==> config.mk <==
export PLATFORM = sky130hd
export DESIGN_NAME = rcc_square
export DESIGN_NICKNAME = d
export VERILOG_FILES = /design/src/rtl/rcc_pkg.sv /design/src/rtl/rcc_square.sv
export SDC_FILE = /design/constraint.sdc
export NUM_CORES = 2
export LEC_CHECK = 0
export ABC_AREA = 1
export BUFFER_PORTS_ARGS = -buffer_cell sky130_fd_sc_hd__buf_2
export CORE_MARGIN = 2
export CORE_UTILIZATION = 35
export DETAILED_ROUTE_END_ITERATION = 10
export PLACE_DENSITY = 0.59
export SLEW_MARGIN = 10
export SYNTH_ARGS = -nofsm -noshare
export SYNTH_HDL_FRONTEND = slang
export SYNTH_SLANG_ARGS = --single-unit
==> constraint.sdc <==
create_clock -name clock -period 7.03 [get_ports clock]
set_input_delay 1.406 -clock clock [delete_from_list [all_inputs] [get_ports clock]]
set_output_delay 1.406 -clock clock [all_outputs]
set_load 0.05 [all_outputs]
==> src/rtl/rcc_pkg.sv <==
`default_nettype none
// ----------------------------------------------------------------------------
// rcc_pkg - shared types for the rectangle/circle collision pipeline
// Names the four rectangle sides whose axis distances to the centre are
// carried through the pipeline stages.
// ----------------------------------------------------------------------------
package rcc_pkg;

   localparam int NUM_SIDES = 4;

   typedef enum logic [1:0] {
      SIDE_LEFT   = 2'd0,
      SIDE_RIGHT  = 2'd1,
      SIDE_TOP    = 2'd2,
      SIDE_BOTTOM = 2'd3
   } side_type;

endpackage
`default_nettype wire

==> src/rtl/rcc_square.sv <==
`default_nettype none
// ----------------------------------------------------------------------------
// rcc_square - squaring stage
// Squares the four axis distances and the radius, and forms the floored
// overlap midpoints.
// ----------------------------------------------------------------------------
module rcc_square #(
   parameter int W = 20
) (
   input  logic                                        clock,
   input  logic                                        reset,
   input  logic                                        advance,
   input  logic                                        in_valid,
   input  logic                                        band,
   input  logic                                        band_hit,
   input  logic        [rcc_pkg::NUM_SIDES-1:0]        near,
   input  logic        [rcc_pkg::NUM_SIDES-1:0][W-2:0] side_dist,
   input  logic signed [W:0]                           ov_left,
   input  logic signed [W:0]                           ov_right,
   input  logic signed [W:0]                           ov_top,
   input  logic signed [W:0]                           ov_bottom,
   input  logic        [W-2:0]                         radius,
   output logic                                        out_valid,
   output logic                                        band_out,
   output logic                                        band_hit_out,
   output logic        [rcc_pkg::NUM_SIDES-1:0]        near_out,
   output logic        [rcc_pkg::NUM_SIDES-1:0][2*W-3:0] dist_sq,
   output logic        [2*W-3:0]                       radius_sq,
   output logic        [W-1:0]                         mid_x,
   output logic        [W-1:0]                         mid_y
);
   import rcc_pkg::*;

   logic                               v_ff;
   logic                               band_ff, bhit_ff;
   logic [NUM_SIDES-1:0]               near_ff;
   logic [NUM_SIDES-1:0][2*W-3:0]      sq_ff, sq_in;
   logic [2*W-3:0]                     rsq_ff, rsq_in;
   logic signed [W+1:0]                sum_x, sum_y;
   logic [W-1:0]                       mx_ff, my_ff;

   always_comb begin
      for (int i = 0; i < NUM_SIDES; i++) begin
         sq_in[i] = (2*W-2)'(side_dist[i]) * (2*W-2)'(side_dist[i]);
      end
      rsq_in = (2*W-2)'(radius) * (2*W-2)'(radius);
      sum_x  = {ov_left[W], ov_left} + {ov_right[W], ov_right};
      sum_y  = {ov_top[W], ov_top} + {ov_bottom[W], ov_bottom};
   end

   always_ff @(posedge clock) begin
      if (reset) begin
         v_ff <= 1'b0;
      end else if (advance) begin
         v_ff <= in_valid;
      end
   end

   always_ff @(posedge clock) begin
      if (advance) begin
         band_ff <= band;
         bhit_ff <= band_hit;
         near_ff <= near;
         sq_ff   <= sq_in;
         rsq_ff  <= rsq_in;
         mx_ff   <= sum_x[W:1];
         my_ff   <= sum_y[W:1];
      end
   end

   assign out_valid    = v_ff;
   assign band_out     = band_ff;
   assign band_hit_out = bhit_ff;
   assign near_out     = near_ff;
   assign dist_sq      = sq_ff;
   assign radius_sq    = rsq_ff;
   assign mid_x        = mx_ff;
   assign mid_y        = my_ff;

endmodule
`default_nettype wire

* Word-level counts from Yosys, hierarchy flattened
Index checks and enable logic that the tools add are counted.
Cells by class: $add $sub $neg 2, $mul 5
Operator list (number):
- $mul A19 B19 Y38 | 5
- $add A21 B21 Y21 | 2
Word-level totals: logic and storage cells 18, flip-flop bits (word level) 237

* Logic depth before layout (Yosys ltp)
depth after elaboration 1, mapped depth 28, gate-level depth less buffers 26

* Worst setup path after synthesis
Ideal clock, no wire load.
kind input -> register, from in side_dist[21] in the netlist's numbering, to reg sq_ff (netlist bit dist_sq[74]) (data pin), setup time 252 ps, arrival 6379 ps, stages on the path 23, slack 398 ps, buffers on the path 2, path through clkbuf_1 -> buf_1 -> nand2_1 -> fa_1 -> inv_1 -> fa_1 -> inv_1 -> fa_1 -> inv_1 -> fa_1 -> fa_1 -> inv_1 -> fa_1 -> inv_1 -> ha_1 -> nand2_1 -> nor2_1 -> nor3b_2 -> nand2_1 -> nand2_1 -> nand2_1 -> nand3_1 -> nand2_1
RTL lines:
- start, declared | RTL line rcc_square.sv:17 | input logic [rcc_pkg::NUM_SIDES-1:0][W-2:0] side_dist,
- end signal, assigned | RTL line rcc_square.sv:64 | sq_ff <= sq_in;
- end, declared | RTL line rcc_square.sv:37 | logic [NUM_SIDES-1:0][2*W-3:0] sq_ff, sq_in;

==> out/results.txt <==
STA classifies the critical path startpoint as an input port. For the number of I/O pins, the log shows 426. CTS placed an instance of sky130_fd_sc_hd__clkbuf_16 at the clock tree root. At the end of routability-driven placement, the weighted congestion stood at 0.939. The synthesized design contains 231 enable-type register cells. TritonCTS built the clock tree. In this run the core area contains 156 standard-cell rows.

Synthesis handed over a netlist of 7837 instances. The initial utilization of the core area, before any placement, comes to 35.2%. The area share of the leading cell type in the synthesized netlist works out to 39.2%. The number of synthesized register bits came out at 232. Setup violations remaining at the end of the flow were counted as 0. The largest net degree at the start of global routing came out at 102. Final critical delay including setup and external delays: 6540 ps. sky130_fd_sc_hd__inv_1 is the most common cell in the netlist.

The run gives 0 as the final hold violation count. The average size of a mapped cell was 8.10 um2. Buffers inserted during clock tree synthesis total 36. After layout, the worst setup slack is 486 ps.

The tightest min-delay check is of the reg -> reg type. Primary flip-flop cell chosen by synthesis mapping: sky130_fd_sc_hd__edfxtp_1. Setup repair after global routing left no endpoint under its margin. Counting distinct cell types in the post-synthesis netlist gives 36.

Data on the critical path is required at its endpoint by 7400 ps. The tools report the worst slew margin relative to its limit as 34.9%. Post-route clock skew: 0 ps.

Post-CTS repair changed the size of 0 cells. The region available for standard cell placement spans 0.181 mm2. The post-detailed-routing wire length was 165000 um; the violation count after the first detailed-routing iteration was 2508. The post-route fraction of the period consumed by the critical path came out at 93.1%. The post-place setup slack was -71.3 ps.

The slowest stage of the critical path is the sky130_fd_sc_hd__fa_1 cell. The first global-routing pass estimated 274000 um of wire. STA classifies the critical path endpoint as a register.

The logs give 143000 um for the post-detailed-placement half-perimeter wirelength and 23.8% for the fraction of met1 tracks used by global routing. Critical path start-end classification: in -> reg. After detailed routing, the number of vias per cell comes to 4.57.

The floorplan step defined a die boundary enclosing 0.185 mm2. For this run, the slowest stage of the critical path takes 580 ps. The run gives 18.5% as the total routing usage reported by global routing. The run gives 6910 ps as the arrival time of the worst setup path. The aggregate global routing overflow was 0.

The number of hold buffers added after cts is 0. Library cell occupying the most area in the post-synthesis netlist: sky130_fd_sc_hd__fa_1. The run gives 10300 as the total number of nets in the final design. The fmax was 0.153 GHz; the number of design rule violations left after detail routing was 0. The share of the Yosys chip area taken by registers is 11.0%. The via count is 48500, and the routed wire length per instance is 15.6 um. The via count of the first global-routing pass is 52400, and the post-route antenna net violation count is 0. The detailed-router iteration count before antenna repair is 7, and the die outline height is 430 um. CTS saw 232 sinks. The tools report the later-pin clock latency in the skew report as 650 ps.

The fraction of layout cells with a size suffix above 1 was 7.67%. The area growth from synthesis to layout is 9.92%. The die is 430 um wide. For met2 alone, demand over resource in global routing was 32.3%. The clock tree synthesis step divided the H-tree into 2 levels. In the post-synthesis netlist, the biggest area contributors are sky130_fd_sc_hd__fa_1, sky130_fd_sc_hd__inv_1, sky130_fd_sc_hd__ha_1.

The initial antenna violation count is 12. The number of buffers inserted to repair setup after CTS is 0. The number of buffer cells added on primary ports was 420; the met3 usage in global routing was 2.08%. The global routing stage identified its most utilized layer as met2. In this run the cell area of the synthesized design comes to 0.0635 mm2.

The maximum clock insertion buffer count was 3. The critical path goes through buf_2, nand2_1, fa_1, inv_1, fa_1, inv_1, fa_1, inv_1, fa_1, fa_1, inv_1, fa_1, inv_1, ha_1, a21oi_1, o21ai_0, a21oi_1, nand2_1, nand2_1, nand2_1, nand2_1, nand2_1. Sorting the synthesized cells by how often they occur yields sky130_fd_sc_hd__inv_1, sky130_fd_sc_hd__nand2_1, sky130_fd_sc_hd__fa_1, sky130_fd_sc_hd__ha_1, sky130_fd_sc_hd__nor2_1. The measured slew at the worst slew-check pin is 968 ps, and the share of async-settable or async-resettable flops after synthesis is 0%.

The total of max-cap violations was 0; the count of final max-slew check failures was 0. The run gives 0 as the count of yosys warnings during synthesis. The flow ran to the end, and the final reports show no timing, DRC or antenna violations. The maximum fanout encountered on the critical timing path was 19; the clock slew seen by the registers of the worst setup and hold paths was 70 ps.
## kinds of logic after synthesis
family / Yosys count / synth area share (%)
other: 1 / 0.00591
AOI/OAI and AO/OA: 427 / 3.58
buffers and inverters: 2699 / 16.0
adders and majority gates: 1897 / 52.1
DFF: 232 / 11.0
muxes: 1 / 0.0158
xor gates and xnor gates: 175 / 2.41
and+or+nand+nor: 2405 / 15.0
## path summary, 6_finish.rpt
check,endpoint,slack (ps),start,depth (start not counted)
max,dist_sq[72],490,side_dist[21],22
min,out_valid,510,out_valid,2
max reg2reg,out_valid,6440,out_valid,2
min reg2reg,out_valid,510,out_valid,2
## final cells by class
cell class / instances / area, um2
diodes: 2 / 5.00
clock buffers: 38 / 908
clock inverters: 26 / 235
fillers: 18500 / 111000
inverters: 2502 / 9390
multi-input cells: 4910 / 46400
flip-flops and latches: 232 / 6960
well taps: 2370 / 2970
repair buffers: 524 / 2930
## sequential cells by signal, indices dropped and copies added (netlist names)
register / flops
band_hit_out: 1
band_out: 1
dist_sq: 148
mid_x: 20
mid_y: 20
near_out: 4
out_valid: 1
radius_sq: 37
## per-layer routing
| layer | up-vias | share of wire [%] | wire (um) |
|---|---|---|---|
| met5 | - | 0.023 | 38 |
| met4 | 6 | 3.7 | 6140 |
| met3 | 225 | 4.3 | 7120 |
| met2 | 1051 | 49 | 81100 |
| met1 | 23900 | 43 | 71100 |
| li1 | 23300 | - | - |
## critical path: cells and delay by family
| kind | cells | cell delay [ps] |
|---|---|---|
| simple gates | 6 | 710 |
| compound gates | 3 | 640 |
| fa+ha+maj | 7 | 3440 |
| buf+inv | 6 | 700 |
## metrics by stage
step | hold slack [ps] | instances | TNS (ps) | utilization (%) | area [um2]
2_1_floorplan | 733 | 7841 | 0 | - | 63500
3_3_place_gp | 470 | 10500 | -71.9 | 38.0 | 68600
3_5_place_dp | 503 | 10500 | -167 | 38.0 | 68600
4_1_cts | 518 | 10600 | 0 | 38.6 | 69800
5_1_grt | 544 | 10600 | 0 | 38.6 | 69800
6_report | 514 | 10600 | 0 | 38.6 | 69800
## cell usage in the layout, fill, tap and decap left out, types with 3 or more instances in the layout
cell type / netlist / final
sky130_fd_sc_hd__nand2_2: 23 / 23
sky130_fd_sc_hd__nand4_1: 23 / 23
sky130_fd_sc_hd__o21a_1: 4 / 4
sky130_fd_sc_hd__edfxtp_1: 231 / 231
sky130_fd_sc_hd__xor2_1: 140 / 140
sky130_fd_sc_hd__nor3_1: 44 / 44
sky130_fd_sc_hd__o21bai_1: 18 / 18
sky130_fd_sc_hd__nand3_1: 139 / 139
sky130_fd_sc_hd__clkinv_1: 0 / 6
sky130_fd_sc_hd__clkinv_2: 0 / 5
sky130_fd_sc_hd__nor4_1: 10 / 10
sky130_fd_sc_hd__conb_1: 1 / 5
sky130_fd_sc_hd__buf_4: 5 / 101
sky130_fd_sc_hd__buf_12: 0 / 3
sky130_fd_sc_hd__a21boi_0: 4 / 4
sky130_fd_sc_hd__nor2_1: 316 / 316
sky130_fd_sc_hd__buf_2: 4 / 419
sky130_fd_sc_hd__fa_1: 1242 / 1242
sky130_fd_sc_hd__clkinvlp_4: 0 / 3
sky130_fd_sc_hd__nor2_2: 3 / 3
sky130_fd_sc_hd__or2_2: 12 / 12
sky130_fd_sc_hd__clkbuf_16: 0 / 36
sky130_fd_sc_hd__nand2_1: 1824 / 1824
sky130_fd_sc_hd__inv_6: 0 / 4
sky130_fd_sc_hd__ha_1: 655 / 655
sky130_fd_sc_hd__inv_1: 2502 / 2502
sky130_fd_sc_hd__a21oi_1: 239 / 239
sky130_fd_sc_hd__o21ai_0: 137 / 137
sky130_fd_sc_hd__a21o_1: 16 / 16
sky130_fd_sc_hd__and2_1: 4 / 4
sky130_fd_sc_hd__inv_8: 0 / 4
sky130_fd_sc_hd__xnor2_1: 35 / 35
sky130_fd_sc_hd__o21ai_2: 5 / 5
sky130_fd_sc_hd__nand3_2: 3 / 3
Power is left out: the tool's default activity adds up to more than one toggle a clock period on the data nets, which glitch-free logic cannot reach.
