[src/rtl/rcc_pkg.sv]
`default_nettype none
// ----------------------------------------------------------------------------
// rcc_pkg - shared types for the rectangle/circle collision pipeline
// Names the four rectangle sides whose axis distances to the centre are
// carried through the pipeline stages.
// ----------------------------------------------------------------------------
package rcc_pkg;

   localparam int NUM_SIDES = 4;

   typedef enum logic [1:0] {
      SIDE_LEFT   = 2'd0,
      SIDE_RIGHT  = 2'd1,
      SIDE_TOP    = 2'd2,
      SIDE_BOTTOM = 2'd3
   } side_type;

endpackage
`default_nettype wire

[src/rtl/rcc_resolve.sv]
`default_nettype none
// ----------------------------------------------------------------------------
// rcc_resolve - corner test and output register
// Compares each corner's squared distance with the squared radius, picks
// the band or corner verdict and holds the result word for the consumer.
// ----------------------------------------------------------------------------
module rcc_resolve #(
   parameter int W = 20
) (
   input  logic                                          clock,
   input  logic                                          reset,
   output logic                                          advance,
   input  logic                                          in_valid,
   input  logic                                          band,
   input  logic                                          band_hit,
   input  logic [rcc_pkg::NUM_SIDES-1:0]                 near,
   input  logic [rcc_pkg::NUM_SIDES-1:0][2*W-3:0]        dist_sq,
   input  logic [2*W-3:0]                                radius_sq,
   input  logic [W-1:0]                                  mid_x,
   input  logic [W-1:0]                                  mid_y,
   output logic                                          out_valid,
   input  logic                                          out_ready,
   output logic                                          hit,
   output logic [W-1:0]                                  point_x,
   output logic [W-1:0]                                  point_y
);
   import rcc_pkg::*;

   logic           valid_ff;
   logic           hit_ff, hit_in;
   logic [W-1:0]   px_ff, py_ff;
   logic [3:0]     corner;

   function automatic logic corner_in(input logic a_near, input logic b_near,
                                      input logic [2*W-3:0] a_sq,
                                      input logic [2*W-3:0] b_sq,
                                      input logic [2*W-3:0] r_sq);
      logic [2*W-2:0] s;
      s = {1'b0, a_sq} + {1'b0, b_sq};
      return a_near && b_near && (s < {1'b0, r_sq});
   endfunction

   assign advance = !valid_ff || out_ready;

   always_comb begin
      corner[0] = corner_in(near[SIDE_LEFT], near[SIDE_TOP],
                            dist_sq[SIDE_LEFT], dist_sq[SIDE_TOP], radius_sq);
      corner[1] = corner_in(near[SIDE_LEFT], near[SIDE_BOTTOM],
                            dist_sq[SIDE_LEFT], dist_sq[SIDE_BOTTOM], radius_sq);
      corner[2] = corner_in(near[SIDE_RIGHT], near[SIDE_TOP],
                            dist_sq[SIDE_RIGHT], dist_sq[SIDE_TOP], radius_sq);
      corner[3] = corner_in(near[SIDE_RIGHT], near[SIDE_BOTTOM],
                            dist_sq[SIDE_RIGHT], dist_sq[SIDE_BOTTOM], radius_sq);
      hit_in = band ? band_hit : (|corner);
   end

   always_ff @(posedge clock) begin
      if (reset) begin
         valid_ff <= 1'b0;
      end else if (advance) begin
         valid_ff <= in_valid;
      end
   end

   always_ff @(posedge clock) begin
      if (advance) begin
         hit_ff <= hit_in;
         px_ff  <= hit_in ? mid_x : '0;
         py_ff  <= hit_in ? mid_y : '0;
      end
   end

   assign out_valid = valid_ff;
   assign hit       = hit_ff;
   assign point_x   = px_ff;
   assign point_y   = py_ff;

endmodule
`default_nettype wire
[config.mk]
export PLATFORM = sky130hd
export DESIGN_NAME = rcc_resolve
export DESIGN_NICKNAME = d
export VERILOG_FILES = /design/src/rtl/rcc_pkg.sv /design/src/rtl/rcc_resolve.sv
export SDC_FILE = /design/constraint.sdc
export NUM_CORES = 1
export LEC_CHECK = 0
export BUFFER_PORTS_ARGS = -buffer_cell sky130_fd_sc_hd__buf_2
export CORE_UTILIZATION = 40
export DETAILED_ROUTE_END_ITERATION = 10
export SYNTH_ARGS = -nofsm -noshare
export SYNTH_HDL_FRONTEND = slang
export SYNTH_SLANG_ARGS = --single-unit
export TNS_END_PERCENT = 1
[constraint.sdc]
create_clock -name clock -period 7.6 [get_ports clock]
set_input_delay 0.76 -clock clock [delete_from_list [all_inputs] [get_ports clock]]
set_output_delay 0.76 -clock clock [all_outputs]
set_load 0.005 [all_outputs]
# == Yosys cells after proc, flatten, opt, wreduce, memory -nomap -nowiden ==
# Index checks and enable logic that the tools add are counted.
# Widths: inputs -> output; s select.
# totals
ff_bits,42
inputBits,240
output_inout_bits,43
word_cells,24
# op_classes
addsub,4
magnitude_cmp,4
muxes,1
reduce_logical,11
# ops
op,n
$add 38x38->39,4
$lt 39x38->1,4
$logic_and 1x1->1,8
$reduce_or 4->1,1
$logic_not 1->1,1
$logic_or 1x1->1,1
$mux 1,1

# == Depth between registers and ports, before layout ==
# logic_depth
word_depth,5
depth_mapped,25
depth_no_buf,24

# == Worst setup path after synthesis ==
# No wires, ideal clock.
# synth_path
kind,input -> register
from,input port dist_sq[45] in the netlist's numbering
to,register px_ff[14] (netlist: point_x[14]) (data pin)
setup_time_ns,0.255
t_arrival_ns,5.173
required_time_ns,7.345
slack_ns,2.172
path_stages,22
path_buffers,1
cell_sequence,ha_1 -> and4_1 -> nor3b_1 -> o31ai_2 -> a31oi_1 -> o2111a_1 -> o41ai_4 -> o21ai_2 -> a31o_1 -> a311o_1 -> xor2_1 -> ha_1 -> nand2_1 -> nor4_1 -> o211ai_1 -> a21oi_1 -> or4_1 -> a41oi_2 -> a221oi_2 -> a41oi_4 -> buf_6 -> and2_1
# synth_between
elab_chain_len,5
elab_cells_between_ends,8
cone_classes,add/sub: 2; order compare: 2; mux: 1; reduce/logical: 3
# synth_rtl
item,line,rtl
from (decl),rcc_resolve.sv:17,"input logic [rcc_pkg::NUM_SIDES-1:0][2*W-3:0] dist_sq,"
$add 38x38->39,rcc_resolve.sv:39,"s = {1'b0, a_sq} + {1'b0, b_sq};"
$lt 39x38->1,rcc_resolve.sv:40,"return a_near && b_near && (s < {1'b0, r_sq});"
$logic_and 1x1->1,rcc_resolve.sv:40,
$reduce_or 4->1 (*),rcc_resolve.sv:54,hit_in = band ? band_hit : (|corner);
$mux 1 (*),rcc_resolve.sv:54,
via hit_in,rcc_resolve.sv:30,"logic hit_ff, hit_in;"
to (signal assigned),rcc_resolve.sv:68,px_ff <= hit_in ? mid_x : '0;
to (decl),rcc_resolve.sv:31,"logic [W-1:0] px_ff, py_ff;"
# The timed path passes the listed nets; every way through them passes the cells marked *.
# A chain may end at the register's enable or synchronous reset.

# == Worst setup path after layout ==
# layout_path
from,input port dist_sq[38] in the netlist's numbering
to,register py_ff[18] (netlist: point_y[18]) (data pin)
# layout_between
elab_chain_len,5
elab_cells_between_ends,8
cone_classes,add/sub: 2; order compare: 2; mux: 1; reduce/logical: 3
# layout_rtl
item,line,rtl
$add 38x38->39,rcc_resolve.sv:39,
$lt 39x38->1,rcc_resolve.sv:40,
$logic_and 1x1->1,rcc_resolve.sv:40,
$reduce_or 4->1 (*),rcc_resolve.sv:54,
$mux 1 (*),rcc_resolve.sv:54,
to (signal assigned),rcc_resolve.sv:69,py_ff <= hit_in ? mid_y : '0;
to (decl),rcc_resolve.sv:31,
# Every way passes the cells marked *; elsewhere a longest branch is shown, timed or not.

==> run metrics <==
largest net degree at the start of global routing 44; CTS tree done; Syn-to-layout area delta 16.0%; crit-path max FO 41; syn_nets 2073; peak supply drop 0.0000756 V; clock root cell clkbuf_16; crit share post-route 0.858; RSZ-0062 raised after global routing false; Filler Cell Count 3079; R2R cell count 1; top cell type's share of synthesized area 0.304; Final GP Congestion 0.941; FMAX 0.153 GHz; Setup Fix Bufs, Post-CTS 0; Crit. Startpoint dist_sq[38]; WP data arrival 6.55 ns; Post-CTS Resized 0; Syn Inst Count 1529; Synth area leaders ha_1 30%, edfxtp_1 10%, a21oi_1 6.5%; first-pass GRT wire length 64600 um; # setup viols final 0; remaining global-route overflow 0; most used flip-flop cell after synthesis edfxtp_1; initial antenna violation count 1; Avg WL per Cell 19.3 um; async set or reset register ratio after synthesis 0; EDFF count, synth 41; H-tree depth 2; Rel. slew slack 0.308; Reg clk slew, reported paths 0.06 ns; fraction of layout cells with a size suffix above 1 0.174; total power 1.81 mW; max-cap viol count 0; Die Area 31600 sq um; later-pin clock latency in the skew report 0.28 ns; Seq/Total Area, Yosys 0.101; FF/Latch Area 1250 sq um; Worst Skew 0.00516 ns; Post-CTS Hold Buffers 0; drt total wl 42400 um; worst min path class input port to register; Worst Path Required 7.63 ns; Slew @ Worst Pin 1.04 ns; DR vias/cell 5.79; Avg Cell Area, Syn 8.07 sq um; Cell Rows 63; Final Max Slew Viols 0; antenna cells 0; starting density of the core 0.412; Final Hold Fails 0; P_leak 7.23 nW; number of port buffers 282; DRC errors left 0; post-route setup TNS 0 ns; hpwl dp 37100 um; synthesized area 12300 sq um; DR iter-0 viols 812; CTS Buf Count 5; Die X 178 um; die extent in y 178 um; CP endpoint point_y[18]; DR vias 12.7k; GRT Total Usage 0.262; Cell variety after synth 74; Ys Warns 0; pwr dens 127 nW/um^2; reg2reg setup slack 6.16 ns; # IOs 283; min cycle time layout 6.52 ns; RR Startpoint out_valid; Nets 2354; Core Box Area 30000 sq um; DRT Pass-1 Iters 5; Setup CP Type input port to register; CP endpoint kind register; Worst setup SP type input port; Clock Path Buffers 2; status completed; vias in the first global route 12.2k; Clock Sinks 42; Yosys top cell by area ha_1; area of the multi-input gates 10700 sq um; ANT nets after route 0; FF+latch count, synth 42; Reg-to-Reg End point_y[17]
==> cells in the final DEF, fill, tap and decap left out, types with 17 or more instances in the layout <==
| cell | synthesis | layout |
|---|---|---|
| ha_1 | 300 | 300 |
| buf_2 | 3 | 282 |
| a21oi_1 | 161 | 161 |
| a21o_1 | 106 | 106 |
| nand2_1 | 97 | 97 |
| o21ai_0 | 91 | 91 |
| xnor2_1 | 86 | 86 |
| nor2_1 | 84 | 84 |
| inv_1 | 80 | 80 |
| xor2_1 | 47 | 47 |
| and2_1 | 47 | 47 |
| nand3_1 | 43 | 43 |
| edfxtp_1 | 41 | 41 |
| a211oi_1 | 28 | 28 |
| nand4_1 | 27 | 27 |
| nor2b_1 | 24 | 24 |
| nand2b_1 | 25 | 24 |
| nor3_1 | 21 | 21 |
| o21a_1 | 19 | 19 |
| and3_1 | 17 | 17 |
| o21bai_1 | 17 | 17 |
==> report_power, final <==
| group | switching, mW | internal (mW) | total (mW) |
|---|---|---|---|
| sequential | 0.00679 | 0.290 | 0.296 |
| clock | 0.0795 | 0.120 | 0.199 |
| combinational | 0.745 | 0.574 | 1.32 |
| total | 0.831 | 0.983 | 1.81 |
==> final cells by class <==
type / instances / share of cell area
inverters: 80 / 0.0210
clock buffers: 6 / 0.00900
clock inverters: 2 / 0.000612
multi-input cells: 1398 / 0.749
well taps: 390 / 0.0341
repair buffers: 283 / 0.0991
flip-flops and latches: 42 / 0.0874
==> per-stage QoR <==
step | utilization | worst slack [ns] | hold slack [ns] | cell area [sq um] | cells
floorplan | - | 2.17 | 0.829 | 12300 | 1529
global placement | 0.473 | 1.05 | 0.919 | 14200 | 2193
detailed placement | 0.473 | 0.918 | 0.919 | 14200 | 2193
CTS | 0.478 | 1.13 | 0.617 | 14300 | 2201
global route | 0.478 | 0.647 | 0.635 | 14300 | 2201
finish | 0.478 | 1.08 | 0.625 | 14300 | 2201
==> worst min path at each step <==
stage,start,endpoint,slack (ns),depth (start not counted)
2_1_floorplan,reset,out_valid,0.83,1
3_3_place_gp,reset,out_valid,0.92,2
3_5_place_dp,reset,out_valid,0.92,2
4_1_cts,reset,out_valid,0.62,2
5_1_grt,reset,out_valid,0.63,2
6_report,reset,out_valid,0.62,2
==> logic make-up (layout without fill, tap and decap cells) <==
kind of cell | after synthesis | after routing | synth area share
AO/OA/AOI/OAI | 541 | 541 | 0.290
XOR/XNOR | 133 | 133 | 0.0944
adder cells (fa/ha/maj) | 304 | 304 | 0.311
buffers and inverters | 89 | 371 | 0.0298
flip-flops | 42 | 42 | 0.101
multiplexers | 1 | 1 | 0.000811
AND/OR/NAND/NOR | 419 | 419 | 0.172
==> cells in the mapped netlist, types with 3 or more instances <==
cell type and n:
buf_6 4, nor3_1 21, or4_1 3, or3_1 5, xnor2_1 86, o21ai_0 91
o21ai_1 5, a21oi_2 3, nand2_1 97, and2_1 47, a311oi_1 5, a221o_1 3
and4_1 8, a211oi_1 28, o221ai_1 3, o31ai_1 10, a211o_1 5, a31oi_1 13
o21a_1 19, nor4_1 8, a21oi_1 161, nand3_1 43, o211ai_1 14, a41oi_1 4
a221oi_1 3, nor2_1 84, xor2_1 47, nand2b_1 25, o21bai_1 17, or2_2 5
edfxtp_1 41, nor2b_1 24, a21o_1 106, inv_1 80, a2111oi_0 7, nand4_1 27
o31a_1 4, and3_1 17, o41ai_1 3, fa_1 4, o31ai_2 3, o2111ai_1 4
ha_1 300, buf_2 3
==> registers in the layout, indices dropped and copies added, names as in the netlist <==
name       flops
out_valid      1
hit            1
point_x       20
point_y       20
==> worst max-delay path: stages <==
cell and delay [ns]:
buf_2 0.10, ha_1 0.21, inv_1 0.07, fa_1 0.40
nor2b_1 0.13, o21ai_0 0.09, nand2b_1 0.15, a21oi_1 0.20
o21ai_1 0.33, a221o_1 0.36, a21oi_1 0.16, o41ai_1 0.68
o311ai_0 0.26, ha_1 0.32, nand2_1 0.06, nor4_1 0.53
o211ai_1 0.18, a21oi_1 0.15, or4_1 0.14, a41oi_2 0.05
a221oi_2 0.36, a41oi_4 0.47, and2_1 0.36
==> routing by layer <==
| metal | vias to the layer above | track usage | share of wire |
|---|---|---|---|
| met1 | 5882 | 0.358 | 0.46 |
| met2 | 451 | 0.447 | 0.46 |
| met5 | - | 0 | 0 |
| met4 | 0 | 0.0623 | 0.019 |
| li1 | 6364 | - | - |
| met3 | 42 | 0.0137 | 0.065 |
No activity file was read; power rests on OpenSTA's default activity.
