===== src/rtl/rcc_skid.sv =====
`default_nettype none
// ----------------------------------------------------------------------------
// rcc_skid - input skid stage
// Holds one word taken while the pipeline is stalled, so that the input
// ready comes straight from a register.
// ----------------------------------------------------------------------------
module rcc_skid #(
   parameter int DATA_W = 144
) (
   input  logic              clock,
   input  logic              reset,
   input  logic              in_valid,
   output logic              in_ready,
   input  logic [DATA_W-1:0] in_data,
   input  logic              advance,
   output logic              out_valid,
   output logic [DATA_W-1:0] out_data
);

   logic              skid_valid_ff, skid_valid_in;
   logic [DATA_W-1:0] skid_data_ff;

   assign in_ready  = !skid_valid_ff;
   assign out_valid = skid_valid_ff || (in_valid && in_ready);
   assign out_data  = skid_valid_ff ? skid_data_ff : in_data;

   always_comb begin
      skid_valid_in = skid_valid_ff;
      if (skid_valid_ff && advance) begin
         skid_valid_in = 1'b0;
      end else if (!skid_valid_ff && in_valid && !advance) begin
         skid_valid_in = 1'b1;
      end
   end

   always_ff @(posedge clock) begin
      if (reset) begin
         skid_valid_ff <= 1'b0;
      end else begin
         skid_valid_ff <= skid_valid_in;
      end
   end

   always_ff @(posedge clock) begin
      if (!skid_valid_ff && in_valid && !advance) begin
         skid_data_ff <= in_data;
      end
   end

endmodule
`default_nettype wire


===== config.mk =====
export PLATFORM = sky130hd
export DESIGN_NAME = rcc_skid
export DESIGN_NICKNAME = d
export VERILOG_FILES = /design/src/rtl/rcc_skid.sv
export SDC_FILE = /design/constraint.sdc
export NUM_CORES = 1
export LEC_CHECK = 0
export BUFFER_PORTS_ARGS = -buffer_cell sky130_fd_sc_hd__buf_4
export CORE_ASPECT_RATIO = 0.8
export CORE_MARGIN = 1
export CORE_UTILIZATION = 30
export DETAILED_ROUTE_END_ITERATION = 10
export MAX_ROUTING_LAYER = met4
export PLACE_DENSITY_LB_ADDON = 0.1
export SLEW_MARGIN = 10
export SYNTH_ARGS = -nofsm -noshare
export SYNTH_HDL_FRONTEND = slang
export SYNTH_SLANG_ARGS = --single-unit
export TNS_END_PERCENT = 50

===== constraint.sdc =====
create_clock -name clock -period 17.3 [get_ports clock]
set_input_delay 3.46 -clock clock [delete_from_list [all_inputs] [get_ports clock]]
set_output_delay 3.46 -clock clock [all_outputs]
set_load 0.03 [all_outputs]

# After elaboration in Yosys (flattened, before gate mapping)
# Cells that the tools add are included.
[word_totals]
regBits = 145
input_bits = 148
output_inout_bits = 146
word_cells = 10
[classes]
n_mux = 1
n_reduce_logical = 7
[op_table]
columns = ["operator", "n"]
rows = [
  ["144-bit 2-to-1 mux", 1],
  ["1-bit logical AND", 3],
  ["1-bit logical NOT", 2],
  ["2-bit OR reduction", 1],
  ["1-bit logical OR", 1],
]

# Depth between registers and ports, before layout
# Gate-level depths: netlist of run 1.
[depth]
depth_word = 3
ltp_mapped = 3
ltp_nobuf = 2

# Least setup slack after synthesis of run 1
# No wires, ideal clock.
[synth_path]
kind = "input to register"
startpoint = "input advance"
endpoint = "register skid_data_ff[0], enable pin"
setup_time_ns = 0.852
t_arrival_ns = 13.806
path_buffers = 0
path_stages = 1
setup_slack_ns = 2.642
t_required_ns = 16.448
cell_sequence = "nor3b_1"
[synth_via]
elab_chain_cells = 2
[synth_lines]
columns = ["element", "line", "source"]
rows = [
  ["start, declared", "15", "input logic advance,"],
  ["1-bit logical NOT", "45", "if (!skid_valid_ff && in_valid && !advance) begin"],
  ["1-bit logical AND", "45", ""],
  ["end signal, assigned", "46", "skid_data_ff <= in_data;"],
  ["end, declared", "21", "logic [DATA_W-1:0] skid_data_ff;"],
]
# No other way between the ends.
# A chain may end at the register's enable or synchronous reset.

# Worst setup path in the final report of run 1
[layout_path]
startpoint = "input in_data[140]"
endpoint = "output out_data[140]"
[layout_via]
elab_chain_cells = 1
[layout_lines]
columns = ["element", "line", "source"]
rows = [
  ["start, declared", "14", "input logic [DATA_W-1:0] in_data,"],
  ["144-bit 2-to-1 mux", "25", "assign out_data = skid_valid_ff ? skid_data_ff : in_data;"],
  ["end, declared", "17", "output logic [DATA_W-1:0] out_data"],
]
# No other way between the ends.

==> flow_metrics.tcl, run 1 <==
set metrics [dict create \
    crit_fanout 2 \
    fin_total_pwr_mw 0.975 \
    worst_slew_pin_slew_ps 1020 \
    start_util_pct 30.9 \
    relSlewSlack_pct 32.0 \
    skew_ps 5.95 \
    arrival_ps 4030 \
    max_freq_ghz 0.134 \
    cp.required_ps 13840 \
    synth_most_common_cell "edfxtp_1" \
    synth_fp_nets 457 \
    synth_seq_cells 145 \
    grt_pass1_wl_microns 21700 \
    synth_commonest_cells "edfxtp_1, mux2_2, buf_6" \
    io_pins 294 \
    max-cap-violations 0 \
    grt_max_degree 78 \
    clkLatencyLatePin_ps 410 \
    firstDrtPassIters 4 \
    setup_viol 0 \
    drv_slew 0 \
    diodes 0 \
    grt.total_usage_pct 14.1 \
    seq_area_frac_synth_pct 70.5 \
    fp.dieW_microns 162 \
    ir_drop_v 0.0000505 \
    clock-sinks 145 \
    postSynthCellCount 309 \
    routed_wl_microns 14800 \
    dieHeight_microns 130 \
    start_kind "primary input" \
    post_cts_buffers 0 \
    cp_cell_sequence "buf_4, mux2_1, buf_4" \
    p_per_area_nw_per_um2 106 \
    synth_top_area_share_pct 70.1 \
    p_leak_nw 3.61 \
    hpwl_microns 10400 \
    synth-async-reset-ratio_pct 0 \
    wire_per_inst_microns 16.8 \
    crit_top_cell "buf_4" \
    critPathCaptureType "output pin" \
    synthFlopType "edfxtp_1" \
    post-route-period-util_pct 43.3 \
    area_growth_pct 49.1 \
    ys_types 9 \
    grt_pass1_vias 3994 \
    place_congestion 0.753 \
    drtIter0Drc 168 \
    critPathBufInv 2 \
    fin_crit_ps 7490 \
    h-tree-depth 4 \
    path_clk_slew_ps 60 \
    hold_viol 0 \
    cts_tree "built" \
    grt_overflow 0 \
    slowest_stage "mux2_1" \
    antenna_found_initial 0 \
    status "complete, no violations" \
    critical_path_class "primary input to output pin" \
    cts_resized 0 \
    syn_avg_cell_area_sq_um 20.0 \
    finalSetupTns_ps 0 \
    utilization_pct 46.0 \
    nets 756 \
    min_path_type "register to register" \
    cts_hold_buf 0 \
    portBuffers 293 \
    synthTopCellsByArea "edfxtp_1, mux2_2, buf_6, dfxtp_1, nor3b_1" \
    cts_buffers 17 \
    via_count 3927 \
    syn_area_sq_um 6160 \
    slowest_delay_ps 280 \
    core-area_sq_um 20000 \
    drive_above_1_share_pct 76.0 \
    synth-edff-count 144 \
    drt.antenna.violating_nets 0 \
    rows 46 \
    rsz0062_at_grt "no" \
    synth_area_leader_cell "edfxtp_1" \
    cpLargestDelayFamily "buffers and inverters" \
    clk_path_buf_depth 2 \
    drcViolationCount 0 \
    via_per_inst 4.44 \
    synth_warnings 0 \
    cts_root_buf "clkbuf_16" \
    die-area_sq_um 21100 \
]
worst paths after layout:
check        slack, ps               to          start  cells past startpoint
min               1960    skid_valid_ff  skid_valid_ff                      3
max               9810    out_data[140]   in_data[140]                      3
max reg2reg      13610  skid_data_ff[4]  skid_valid_ff                      4
min reg2reg       1960    skid_valid_ff  skid_valid_ff                      3
cells in the final DEF (no fill, tap or decap):
master,Yosys,final
mux2_1,1,1
or2_2,1,1
mux2_2,143,143
clkbuf_16,0,17
dfxtp_4,0,1
inv_1,1,1
inv_6,0,2
edfxtp_1,144,144
nor3b_1,2,1
buf_4,0,296
clkinv_4,0,2
clkinvlp_4,0,3
nor3b_2,0,1
bufinv_16,0,5
clkbuf_1,0,2
per-stage QoR:
stage               setup WS (ps)  area [sq um]  hold WS, ps  instances
floorplan                    2640          6160          935        309
global placement             9810          8550         1900        853
detailed placement           9820          8550         1930        853
CTS                          9810          9190         1940        884
global route                 9800          9190         2070        884
finish                       9810          9190         1960        884
layout make-up:
class / instances / area (sq um)
multi-input cells: 147 / 1650
clock buffers: 19 / 433
inverters: 1 / 3.75
well taps: 264 / 330
fillers: 1794 / 10800
flip-flops and latches: 145 / 4350
clock inverters: 12 / 208
repair buffers: 296 / 2220
sequential cells by signal (all words and copies together) (netlist names):
name and flops:
skid_valid_ff 1, skid_data_ff 144
power by group:
part           internal (mW)  switching (mW)  leakage, nW  total (mW)
Combinational         0.0743          0.0887         1.96       0.163
Sequential             0.404         0.00606         1.35       0.411
Clock                  0.257           0.145        0.300       0.402
Total                  0.735           0.240         3.61       0.975
layer usage:
layer / global-route usage (%) / vias up / wire [microns] / share of wire, %
li1: - / 1838 / - / -
met1: 17.3 / 1882 / 6430 / 43
met2: 20.8 / 196 / 6730 / 45
met3: 6.20 / 11 / 1470 / 10
met4: 4.61 / 0 / 176 / 1.2
met5: - / - / 0 / 0
cells by family after synthesis:
family / Yosys count / share of synthesized area [%]
multiplexers: 144 / 26.3
buffers and inverters: 17 / 2.88
flip-flops: 145 / 70.5
AND/OR/NAND/NOR: 3 / 0.345
tightest hold or removal path, delay by kind of cell (launching register included):
family / cells / cell delay [ps]
AND/OR/NAND/NOR: 2 / 620
flip-flops: 1 / 600
buffers and inverters: 1 / 530
No activity file was read; power rests on OpenSTA's default activity.
==> run 2: changes to the inputs <==
==> constraint.sdc (replaced) <==
create_clock -name clock -period 6 [get_ports clock]
set_input_delay 1.2 -clock clock [delete_from_list [all_inputs] [get_ports clock]]
set_output_delay 1.2 -clock clock [all_outputs]
set_load 0.03 [all_outputs]
==> run 2 against run 1 <==
  * Routed wire length fell by 0.26%
  * Clock skew increased by 1.1 ps
  * Worst setup slack got worse by 7700 ps
  * Final area fell by 0.79%
  * Register-to-register slack worse by 11000 ps
  * Utilization fell by 0.36 points
  * First-iteration DRC count decreased by 1.2%
  * Critical endpoint is now out_data[17]
  * Highest routed layer unchanged
==> flow_metrics.tcl, run 2 (synthesis gave the netlist of run 1 again) <==
set metrics [dict create \
    clk_path_buf_depth 2 \
    layout_setup_ws_ps 2090 \
    rsz0062_at_grt "no" \
    slowest_stage "dfxtp_4" \
    layout_commonest_cell "buf_4" \
    dr_wl_met3_microns 1470 \
    cts_resized 0 \
    met2_length_microns 6840 \
    top_layer "met4" \
    path_clk_slew_ps 60 \
    die-area_sq_um 21100 \
    dieHeight_microns 130 \
    cpLargestDelayFamily "buffers and inverters" \
    start_util_pct 30.9 \
    crit_fanout 62 \
    grt.total_usage_pct 13.9 \
    min_path_type "primary input to register" \
    post_cts_buffers 0 \
    largest_registers "skid_data_ff: 144 flops, skid_valid_ff: 1 flops" \
    fin_crit_ps 3910 \
    drcViolationCount 0 \
    rows 46 \
    h-tree-depth 4 \
    grt_pass1_wl_microns 21400 \
    p_leak_nw 3.59 \
    routed_wl_microns 14800 \
    post-route-period-util_pct 65.2 \
    ir_drop_v 0.000150 \
    worst_slew_pin_slew_ps 904 \
    cp.required_ps 4800 \
    drtIter0Drc 166 \
    setup_viol 0 \
    cts_tree "built" \
    start_kind "register" \
    finalSetupTns_ps 0 \
    cts_root_buf "clkbuf_16" \
    skew_ps 7.06 \
    fp.dieW_microns 162 \
    grt_pass1_vias 3884 \
    area_growth_pct 47.9 \
    portBuffers 293 \
    cts_buffers 17 \
    critPathBufInv 2 \
    firstDrtPassIters 4 \
    max-cap-violations 0 \
    drt.antenna.violating_nets 0 \
    relSlewSlack_pct 39.7 \
    crit_top_cell "buf_4" \
    arrival_ps 2710 \
    drive_above_1_share_pct 76.0 \
    drv_slew 0 \
    cts_hold_buf 0 \
    via_count 3866 \
    multiInputGateArea_sq_um 1650 \
    clock-sinks 145 \
    fillers 1778 \
    final_cell_mix "buf_4, edfxtp_1, mux2_2" \
    p_per_area_nw_per_um2 291 \
    hpwl_microns 10400 \
    regArea_sq_um 4350 \
    largest_reg_flops 144 \
    met1_length_microns 6340 \
    critical_path_class "register to output pin" \
    regMostFlops "skid_data_ff" \
    nets 758 \
    wire_per_inst_microns 16.7 \
    core-area_sq_um 20000 \
    status "complete, no violations" \
    diodes 0 \
    grt_max_degree 70 \
    antenna_found_initial 0 \
    clkLatencyLatePin_ps 410 \
    place_ws_ps 2490 \
    cp_cell_sequence "buf_4, mux2_2, buf_4" \
    hold_viol 0 \
    io_pins 294 \
    slowest_delay_ps 870 \
    grt_overflow 0 \
    via_per_inst 4.37 \
    max_freq_ghz 0.256 \
    place_congestion 0.742 \
    critPathCaptureType "output pin" \
]
-- run 2: changes by cell type in the layout (fill, tap and decap cells not counted) --
cell	before	now
inv_6	2	1
buf_4	296	298
clkbuf_1	2	1
nor3b_2	1	0
clkinv_1	0	1
nor3b_4	0	1
clkinvlp_4	3	1
bufinv_16	5	2
clkinv_2	0	4
-- run 2: power breakdown --
group          internal, mW  switching [mW]
Combinational         0.215           0.256
Sequential             1.17          0.0169
Clock                 0.603           0.397
-- run 2: cell type report --
type | count | share of cell area, %
clock buffer | 18 | 4.71
clock inverter | 11 | 1.29
inverter | 1 | 0.0412
multi-input combinational | 147 | 18.1
sequential | 145 | 47.7
tap | 264 | 3.62
timing repair buffer | 298 | 24.5
-- run 2: metal layers --
metal	GRT usage (%)	vias up
li1	-	1833
met1	16.9	1843
met2	21.0	183
met3	5.66	7
met4	4.33	0
met5	-	-
-- run 2: final timing paths --
kind	start	endpoint	slack (ps)	cells past startpoint
setup / recovery	skid_valid_ff	out_data[17]	2090	3
hold / removal	reset	skid_valid_ff	940	2
setup reg to reg	skid_valid_ff	skid_data_ff[36]	3080	4
hold reg to reg	skid_valid_ff	skid_valid_ff	1690	3
-- run 2: worst reg2reg max path: cells and delay by family (launching register included) --
kind	cells	cell delay (ps)
AND/OR/NAND/NOR	1	300
buffers and inverters	3	1630
flip-flops	1	570
-- run 2: metrics by stage --
stage / std cells / utilization, % / instance area [sq um] / hold WS, ps / power [mW]
2_1_floorplan: 309 / - / 6180 / 935 / 1.47
3_5_place_dp: 855 / 42.9 / 8570 / 1350 / 1.68
4_1_cts: 884 / 45.7 / 9120 / 911 / 2.70
6_report: 884 / 45.7 / 9120 / 942 / 2.65
5_1_grt: 884 / 45.7 / 9120 / 917 / 2.76
3_3_place_gp: 855 / 42.9 / 8570 / 1360 / 1.68
