===== src/rtl/rcc_pkg.sv =====
`default_nettype none
// ----------------------------------------------------------------------------
// rcc_pkg - shared types for the rectangle/circle collision pipeline
// Names the four rectangle sides whose axis distances to the centre are
// carried through the pipeline stages.
// ----------------------------------------------------------------------------
package rcc_pkg;

   localparam int NUM_SIDES = 4;

   typedef enum logic [1:0] {
      SIDE_LEFT   = 2'd0,
      SIDE_RIGHT  = 2'd1,
      SIDE_TOP    = 2'd2,
      SIDE_BOTTOM = 2'd3
   } side_type;

endpackage
`default_nettype wire


===== src/rtl/rcc_span.sv =====
`default_nettype none
// ----------------------------------------------------------------------------
// rcc_span - edge differences, band tests and overlap bounds
// Two stages: differences and grown-rectangle compares, then absolute axis
// distances, near flags and the clipped overlap of rectangle and circle box.
// ----------------------------------------------------------------------------
module rcc_span #(
   parameter int W = 20
) (
   input  logic                                    clock,
   input  logic                                    reset,
   input  logic                                    advance,
   input  logic                                    in_valid,
   input  logic signed [W-1:0]                     rect_left,
   input  logic signed [W-1:0]                     rect_top,
   input  logic signed [W-1:0]                     rect_right,
   input  logic signed [W-1:0]                     rect_bottom,
   input  logic signed [W-1:0]                     circle_x,
   input  logic signed [W-1:0]                     circle_y,
   input  logic        [W-2:0]                     circle_radius,
   output logic                                    out_valid,
   output logic                                    band,
   output logic                                    band_hit,
   output logic        [rcc_pkg::NUM_SIDES-1:0]    near,
   output logic        [rcc_pkg::NUM_SIDES-1:0][W-2:0] side_dist,
   output logic signed [W:0]                       ov_left,
   output logic signed [W:0]                       ov_right,
   output logic signed [W:0]                       ov_top,
   output logic signed [W:0]                       ov_bottom,
   output logic        [W-2:0]                     radius
);
   import rcc_pkg::*;

   // stage one
   logic signed [W:0] lw, tw, rw, bw, cxw, cyw, radw;
   logic              v1_ff;
   logic              band1_ff, band1_in;
   logic              bhit1_ff, bhit1_in;
   logic signed [W:0] diff1_ff [NUM_SIDES];
   logic signed [W:0] diff1_in [NUM_SIDES];
   logic signed [W:0] cxm1_ff, cxp1_ff, cym1_ff, cyp1_ff;
   logic signed [W-1:0] l1_ff, r1_ff, t1_ff, b1_ff;
   logic        [W-2:0] rad1_ff;

   // stage two
   logic        [W:0] mag [NUM_SIDES];
   logic signed [W:0] l1w, r1w, t1w, b1w;
   logic              v2_ff;
   logic              band2_ff, bhit2_ff;
   logic [NUM_SIDES-1:0]        near2_ff, near2_in;
   logic [NUM_SIDES-1:0][W-2:0] dist2_ff, dist2_in;
   logic signed [W:0] ol2_ff, ol2_in, or2_ff, or2_in;
   logic signed [W:0] ot2_ff, ot2_in, ob2_ff, ob2_in;
   logic        [W-2:0] rad2_ff;

   assign lw   = {rect_left[W-1], rect_left};
   assign tw   = {rect_top[W-1], rect_top};
   assign rw   = {rect_right[W-1], rect_right};
   assign bw   = {rect_bottom[W-1], rect_bottom};
   assign cxw  = {circle_x[W-1], circle_x};
   assign cyw  = {circle_y[W-1], circle_y};
   assign radw = signed'({2'b00, circle_radius});

   always_comb begin
      band1_in = ((rect_left <= circle_x) && (circle_x <= rect_right)) ||
                 ((rect_top <= circle_y) && (circle_y <= rect_bottom));
      bhit1_in = !((cxw < lw - radw) || (cxw > rw + radw) ||
                   (cyw < tw - radw) || (cyw > bw + radw));
      diff1_in[SIDE_LEFT]   = lw - cxw;
      diff1_in[SIDE_RIGHT]  = rw - cxw;
      diff1_in[SIDE_TOP]    = tw - cyw;
      diff1_in[SIDE_BOTTOM] = bw - cyw;
   end

   always_ff @(posedge clock) begin
      if (reset) begin
         v1_ff <= 1'b0;
      end else if (advance) begin
         v1_ff <= in_valid;
      end
   end

   always_ff @(posedge clock) begin
      if (advance) begin
         band1_ff <= band1_in;
         bhit1_ff <= bhit1_in;
         for (int i = 0; i < NUM_SIDES; i++) begin
            diff1_ff[i] <= diff1_in[i];
         end
         cxm1_ff <= cxw - radw;
         cxp1_ff <= cxw + radw;
         cym1_ff <= cyw - radw;
         cyp1_ff <= cyw + radw;
         l1_ff   <= rect_left;
         r1_ff   <= rect_right;
         t1_ff   <= rect_top;
         b1_ff   <= rect_bottom;
         rad1_ff <= circle_radius;
      end
   end

   assign l1w = {l1_ff[W-1], l1_ff};
   assign r1w = {r1_ff[W-1], r1_ff};
   assign t1w = {t1_ff[W-1], t1_ff};
   assign b1w = {b1_ff[W-1], b1_ff};

   always_comb begin
      for (int i = 0; i < NUM_SIDES; i++) begin
         mag[i]      = diff1_ff[i][W] ? (W+1)'(-diff1_ff[i]) : diff1_ff[i];
         near2_in[i] = mag[i] < {2'b00, rad1_ff};
         dist2_in[i] = mag[i][W-2:0];
      end
      ol2_in = (l1w > cxm1_ff) ? l1w : cxm1_ff;
      or2_in = (r1w < cxp1_ff) ? r1w : cxp1_ff;
      ot2_in = (t1w > cym1_ff) ? t1w : cym1_ff;
      ob2_in = (b1w < cyp1_ff) ? b1w : cyp1_ff;
   end

   always_ff @(posedge clock) begin
      if (reset) begin
         v2_ff <= 1'b0;
      end else if (advance) begin
         v2_ff <= v1_ff;
      end
   end

   always_ff @(posedge clock) begin
      if (advance) begin
         band2_ff <= band1_ff;
         bhit2_ff <= bhit1_ff;
         near2_ff <= near2_in;
         dist2_ff <= dist2_in;
         ol2_ff   <= ol2_in;
         or2_ff   <= or2_in;
         ot2_ff   <= ot2_in;
         ob2_ff   <= ob2_in;
         rad2_ff  <= rad1_ff;
      end
   end

   assign out_valid = v2_ff;
   assign band      = band2_ff;
   assign band_hit  = bhit2_ff;
   assign near      = near2_ff;
   assign side_dist = dist2_ff;
   assign ov_left   = ol2_ff;
   assign ov_right  = or2_ff;
   assign ov_top    = ot2_ff;
   assign ov_bottom = ob2_ff;
   assign radius    = rad2_ff;

endmodule
`default_nettype wire


===== config.mk =====
export PLATFORM = sky130hd
export DESIGN_NAME = rcc_span
export DESIGN_NICKNAME = d
export VERILOG_FILES = /design/src/rtl/rcc_pkg.sv /design/src/rtl/rcc_span.sv
export SDC_FILE = /design/constraint.sdc
export NUM_CORES = 1
export LEC_CHECK = 0
export BUFFER_PORTS_ARGS = -buffer_cell sky130_fd_sc_hd__buf_2
export CORE_ASPECT_RATIO = 0.6
export CORE_MARGIN = 1.5
export CORE_UTILIZATION = 50
export CTS_CLUSTER_SIZE = 10
export DETAILED_ROUTE_END_ITERATION = 7
export PLACE_DENSITY_LB_ADDON = 0.15
export REMOVE_ABC_BUFFERS = 1
export SLEW_MARGIN = 20
export SYNTH_ARGS = -nofsm -noshare
export SYNTH_HDL_FRONTEND = slang
export SYNTH_SLANG_ARGS = --single-unit

===== constraint.sdc =====
create_clock -name clock -period 8.8 [get_ports clock]
set_input_delay 0.44 -clock clock [delete_from_list [all_inputs] [get_ports clock]]
set_output_delay 0.44 -clock clock [all_outputs]
set_load 0.1 [all_outputs]

Word level (Yosys, flattened, before mapping)
Memory sizes are Yosys's and may differ from the RTL's.
Cells that the tools add are included.
- add/sub/neg operators: 16
- multipliers: 0
- divide/modulo/power cells: 0
- magnitude comparators: 16
- equality and inequality tests: 0
- shifts and indexed selects: 0
- multiplexer cells: 10
- bitwise logic cells: 0
- reduce and logical (&&, ||, !) cells: 7
- operator list (operator ; number):
    $mux 21 ; 8
    $sub 20x20->21 ; 8
    $add 20x20->21 ; 4
    $gt 20x21->1 ; 4
    $lt 20x21->1 ; 4
    $lt 21x19->1 ; 4
    $neg 21->21 ; 4
    $le 20x20->1 ; 4
    $logic_or 1x1->1 ; 4
    $logic_and 1x1->1 ; 2
    $mux 1 ; 2
    $logic_not 1->1 ; 1
- register bits: 372
- bits in latches: 0
- memory bits (writable): 84
- memory bits (read-only): 0
- input bits: 143
- output and inout port bits: 186
- logic and storage cells: 75
- memories kept: 1
- memory list (memory ; depth ; width ; rd ports ; clocked after memory_dff ; wr ports ; RTL line ; text):
    diff1_ff ; 4 ; 21 ; 4 ; 0 ; 4 ; rcc_span.sv:39 ; logic signed [W:0] diff1_ff [NUM_SIDES];

Longest topological paths before layout
- depth after elaboration: 6
- gate-level depth with buffers: 20

Worst setup path before layout
OpenSTA, ideal clock, no wires.
- path type: in2reg
- start: input port rect_bottom[0]
- end: register bhit1_ff, data pin
- arrival: 3.861 ns
- required time: 8.541 ns
- path slack: 4.680 ns
- cell stages on the path: 18
- cells stage by stage: ha_1 fa_1 a21o_1 a21oi_1 o21ai_0 a31o_2 o311a_1 nor2_1 o21ai_0 a211o_1 ha_1 and4_1 nand3_1 o21ai_0 nor3b_1 and3_1 o211ai_1 nor3b_1
- word-level cells in the longest chain between the ends: 4
- RTL lines (what ; RTL line ; text):
    from (decl) ; rcc_span.sv:17 ; input logic signed [W-1:0] rect_bottom,
    $add 20x20->21 ; rcc_span.sv:68 ; (cyw < tw - radw) || (cyw > bw + radw));
    $gt 20x21->1 ; rcc_span.sv:68 ;
    $logic_or 1x1->1 ; rcc_span.sv:68 ;
    $logic_not 1->1 ; rcc_span.sv:67 ; bhit1_in = !((cxw < lw - radw) || (cxw > rw + radw) ||
    net bhit1_in ; rcc_span.sv:38 ; logic bhit1_ff, bhit1_in;
    to (signal assigned) ; rcc_span.sv:86 ; bhit1_ff <= bhit1_in;
    to (decl) ; rcc_span.sv:38 ;
The timed path passes the listed nets, and every way through them passes these cells.
A chain may end at the register's enable or synchronous reset.

Worst setup path in the final report
- start: input port circle_radius[1]
- end: register bhit1_ff, data pin
- word-level cells in the longest chain between the ends: 6
- RTL lines (what ; RTL line ; text):
    from (decl) ; rcc_span.sv:20 ; input logic [W-2:0] circle_radius,
    $sub 20x20->21 / $add 20x20->21 (equally long branches) ; rcc_span.sv:67 ;
    $lt 20x21->1 / $gt 20x21->1 (equally long branches) ; rcc_span.sv:67 ;
    $logic_or 1x1->1 (2 in a row) ; rcc_span.sv:67 ;
    $logic_or 1x1->1 * ; rcc_span.sv:68 ;
    $logic_not 1->1 * ; rcc_span.sv:67 ;
    net bhit1_in ; rcc_span.sv:38 ;
The timed path passes the listed nets; every way through them passes the cells marked *.

==> out/qor.json <==
{
  "outcome": {
    "run_status": "finished, final reports clean"
  },
  "critical_path": {
    "ff2ff_path_depth": 10,
    "worst_setup_path_endpoint": "bhit1_ff$_DFFE_PP_",
    "critical_path_arrival_ps": 5220,
    "cpPeakStageDelay_ps": 530,
    "timing.critical_path.from": "circle_radius[1]",
    "cpMostUsedCell": "sky130_fd_sc_hd__o21ai_0",
    "critical_path.startpoint_type": "primary input",
    "worst-setup-path-type": "in2reg",
    "crit-reg2reg-launch": "cxm1_ff[15]$_DFFE_PP_",
    "crit_path_cell_trace": "buf_2 -> inv_1 -> fa_1 -> nor2b_1 -> o21ai_0 -> a21boi_0 -> o21ai_0 -> o21ai_0 -> a21o_1 -> a21oi_1 -> xor2_1 -> ha_1 -> nand4_1 -> inv_1 -> a221oi_1 -> nor3_1 -> a2111oi_0 -> mux2_2 -> o211ai_1 -> nor3b_1",
    "worst-path-buf-inv": 3,
    "timing.reg2reg.setup_slack_ps": 4170,
    "endpoint_class_of_the_critical_path": "flip-flop",
    "critical_path_data_required_time_ps": 9170,
    "highest_fanout_seen_on_the_critical_path": 9,
    "critical-path-top-delay-family": "compound AO/OA/AOI/OAI gates",
    "crit_slowest_cell": "sky130_fd_sc_hd__fa_1",
    "critical_path.reg2reg.endpoint": "ov_left[7]$_DFFE_PP_",
    "path_depth": 20
  },
  "synthesis": {
    "synth-seq-cells": 454,
    "synthFlopType": "sky130_fd_sc_hd__edfxtp_1",
    "dominant_cell_by_count_in_the_synthesized_netlist": "sky130_fd_sc_hd__ha_1",
    "netlist.area_leader.share_pct": 40.3,
    "synth.cells.most_frequent": "sky130_fd_sc_hd__ha_1 (476), sky130_fd_sc_hd__edfxtp_1 (452), sky130_fd_sc_hd__inv_1 (276)",
    "yosysTopAreaCell": "sky130_fd_sc_hd__edfxtp_1",
    "synthesis.instances": 3252,
    "yosys_warnings": 0,
    "synth_edf_count": 452,
    "synth-seq-area-share_pct": 40.5,
    "postSynthAreaPerCell_sq_um": 10.3,
    "ys_async_sr_fraction_pct": 0,
    "synth.distinct_cells": 79,
    "post_synthesis_cell_area_sq_um": 33700,
    "ys_top_cells_by_area": "sky130_fd_sc_hd__edfxtp_1 (40%), sky130_fd_sc_hd__ha_1 (18%), sky130_fd_sc_hd__xnor2_1 (4.9%)"
  },
  "power": {
    "comb_power_share_pct": 41.3,
    "share_seq_of_total_power_pct": 35.1,
    "irDropWorstVdd_mv": 0.235,
    "power.share.switching_pct": 42.1,
    "p_leak_nw": 16.1,
    "clockPowerShare_pct": 23.5,
    "pwr_density_cell_nw_per_um2": 228,
    "internal_power_w": 0.00499,
    "power_switching_w": 0.00362
  },
  "die": {
    "ios": 329,
    "initial_utilization_pct": 50.7,
    "die_width_um": 338,
    "die_area_sq_um": 68900,
    "coreArea_sq_um": 66400,
    "rows": 73,
    "die_height_um": 204
  },
  "placement": {
    "pre_cts_ws_ps": 3360,
    "place.detailed.hpwl_um": 93900,
    "gp_congestion": 0.992,
    "port_buffers": 328
  },
  "timing": {
    "layout_setup_ws_ps": 3950,
    "fin_setup_tns_ps": 0,
    "timing_max_transition_violations_final": 0,
    "slew-limit-headroom_pct": 26.7,
    "achievable-frequency_mhz": 206,
    "finalSetupViolations": 0,
    "finalCritPeriodShare_pct": 55.1,
    "tightest_slew_ps": 1100,
    "grt_setup_unrepaired": "false",
    "clock_skew_ps": 25.8,
    "final.min_clock_period_ps": 4850,
    "hold_viol": 0
  },
  "layout": {
    "layout_overhead_on_the_synthesized_area_pct": 12.4,
    "share_of_cells_above_drive_strength_1_pct": 12.8,
    "utilization_pct": 57.0,
    "finish.net_count": 4199
  },
  "hold_path": {
    "hold_path.startpoint": "rect_left[0]",
    "holdCritPathClass": "in2reg",
    "worstHoldPathCells": 1
  },
  "route": {
    "drt-pass1-iter-count": 6,
    "drcViolationCount": 0,
    "final_antenna_net_count": 0,
    "drt_iter0_drc": 3027,
    "finalWirelength_um": 118000,
    "wl_per_cell_um": 26.3,
    "vias": 28100,
    "vias_per_cell": 6.26
  },
  "global_route": {
    "via_count_of_the_first_global_routing_pass": 26000,
    "global_route.overflow_total": 0,
    "grt_pass1_wl_um": 171000,
    "grt_util_all_layers_pct": 33.8,
    "initial_antenna_violation_count": 18,
    "grt_max_degree": 185
  },
  "cts": {
    "cts-htree-levels": 2,
    "clock_sink_count": 454,
    "worst_setup_hold_path_clk_slew_ps": 70,
    "num_cts_buffers": 52,
    "clock_tree.buffer_depth": 3,
    "cts.root.buffer_cell": "sky130_fd_sc_hd__clkbuf_16",
    "clock_insertion_delay_worst_skew_ps": 630,
    "post-cts-setup-buffers": 0,
    "tritoncts": "done"
  },
  "run": {
    "max_cap_viol_count": 0
  }
}
[state kept, by name, indices dropped and copies added (netlist names), 21 cells and up]
register   cells
cyp1_ff       21
ov_left       21
cxm1_ff       21
ov_right      21
side_dist     76
ov_top        21
diff1_ff      84
ov_bottom     21
[metrics by stage]
| step | total power [W] | hold WS (ps) | instance area, sq um | std cells |
|---|---|---|---|---|
| 3_3_place_gp | 0.00647 | 405 | 36300 | 4412 |
| 3_5_place_dp | 0.00653 | 435 | 36300 | 4412 |
| 4_1_cts | 0.00858 | 27.4 | 37800 | 4486 |
| 6_report | 0.00861 | 65.1 | 37800 | 4493 |
| 5_1_grt | 0.00899 | 40.9 | 37800 | 4491 |
| 2_1_floorplan | 0.00558 | 400 | 33300 | 3172 |
[placed cells by master (no fill, tap or decap), types with 54 or more instances in the layout]
cell                        instances
sky130_fd_sc_hd__a21o_1           107
sky130_fd_sc_hd__a21oi_1          221
sky130_fd_sc_hd__buf_2            327
sky130_fd_sc_hd__clkbuf_16         54
sky130_fd_sc_hd__edfxtp_1         452
sky130_fd_sc_hd__ha_1             476
sky130_fd_sc_hd__inv_1            276
sky130_fd_sc_hd__nand2_1          159
sky130_fd_sc_hd__nand3_1           62
sky130_fd_sc_hd__nor2_1           170
sky130_fd_sc_hd__nor3_1           103
sky130_fd_sc_hd__o21ai_0          146
sky130_fd_sc_hd__xnor2_1          189
sky130_fd_sc_hd__xor2_1            66
[cell families after synthesis]
group                    synth area share, %
multiplexers                           0.885
XOR/XNOR                                6.64
buffers and inverters                   3.98
flip-flops                              40.5
AND/OR/NAND/NOR                         11.2
adder cells (fa/ha/maj)                 18.4
AO/OA/AOI/OAI                           18.4
[routing by layer]
| metal | track usage [%] | part of all wire (%) | vias to the layer above |
|---|---|---|---|
| met5 | 0 | 0.045 | - |
| li1 | - | - | 12900 |
| met3 | 9.67 | 12 | 152 |
| met2 | 43.1 | 37 | 1416 |
| met1 | 54.6 | 49 | 13700 |
| met4 | 7.58 | 1.9 | 8 |
[final cells by class]
cell class                      instances  area, sq um
Inverter                              276         1040
Fill cell                            5704        28600
Tap cell                              900         1130
Timing Repair Buffer                  342         1790
Antenna cell                            7         17.5
Clock inverter                          4         81.3
Sequential cell                       454        13600
Clock buffer                           68         1410
Multi-Input combinational cell       2442        18700
[power by group through the flow]
| stage | logic [W] | clock network (W) | registers, W |
|---|---|---|---|
| floorplan | 0.00153 | 0 | 0.00406 |
| global placement | 0.00343 | 0 | 0.00304 |
| detailed placement | 0.00348 | 0 | 0.00305 |
| CTS | 0.00350 | 0.00206 | 0.00302 |
| global route | 0.00381 | 0.00213 | 0.00306 |
| finish | 0.00356 | 0.00203 | 0.00302 |
[repair_timing]
| item | 4_1_cts | 5_1_grt |
|---|---|---|
| hold endpoints to repair | 3 | 0 |
| hold buffers | 2 | 0 |
| resized for setup | 0 | 0 |
[how the worst min path moves through the flow]
stage                     endpoint  slack (ps)
2_1_floorplan       band$_DFFE_PP_         400
3_3_place_gp        band$_DFFE_PP_         410
3_5_place_dp        band$_DFFE_PP_         440
4_1_cts         l1_ff[0]$_DFFE_PP_          30
5_1_grt        b1_ff[15]$_DFFE_PP_          40
6_report        l1_ff[0]$_DFFE_PP_          70
Note: power is estimated with default switching activity, not from simulation.
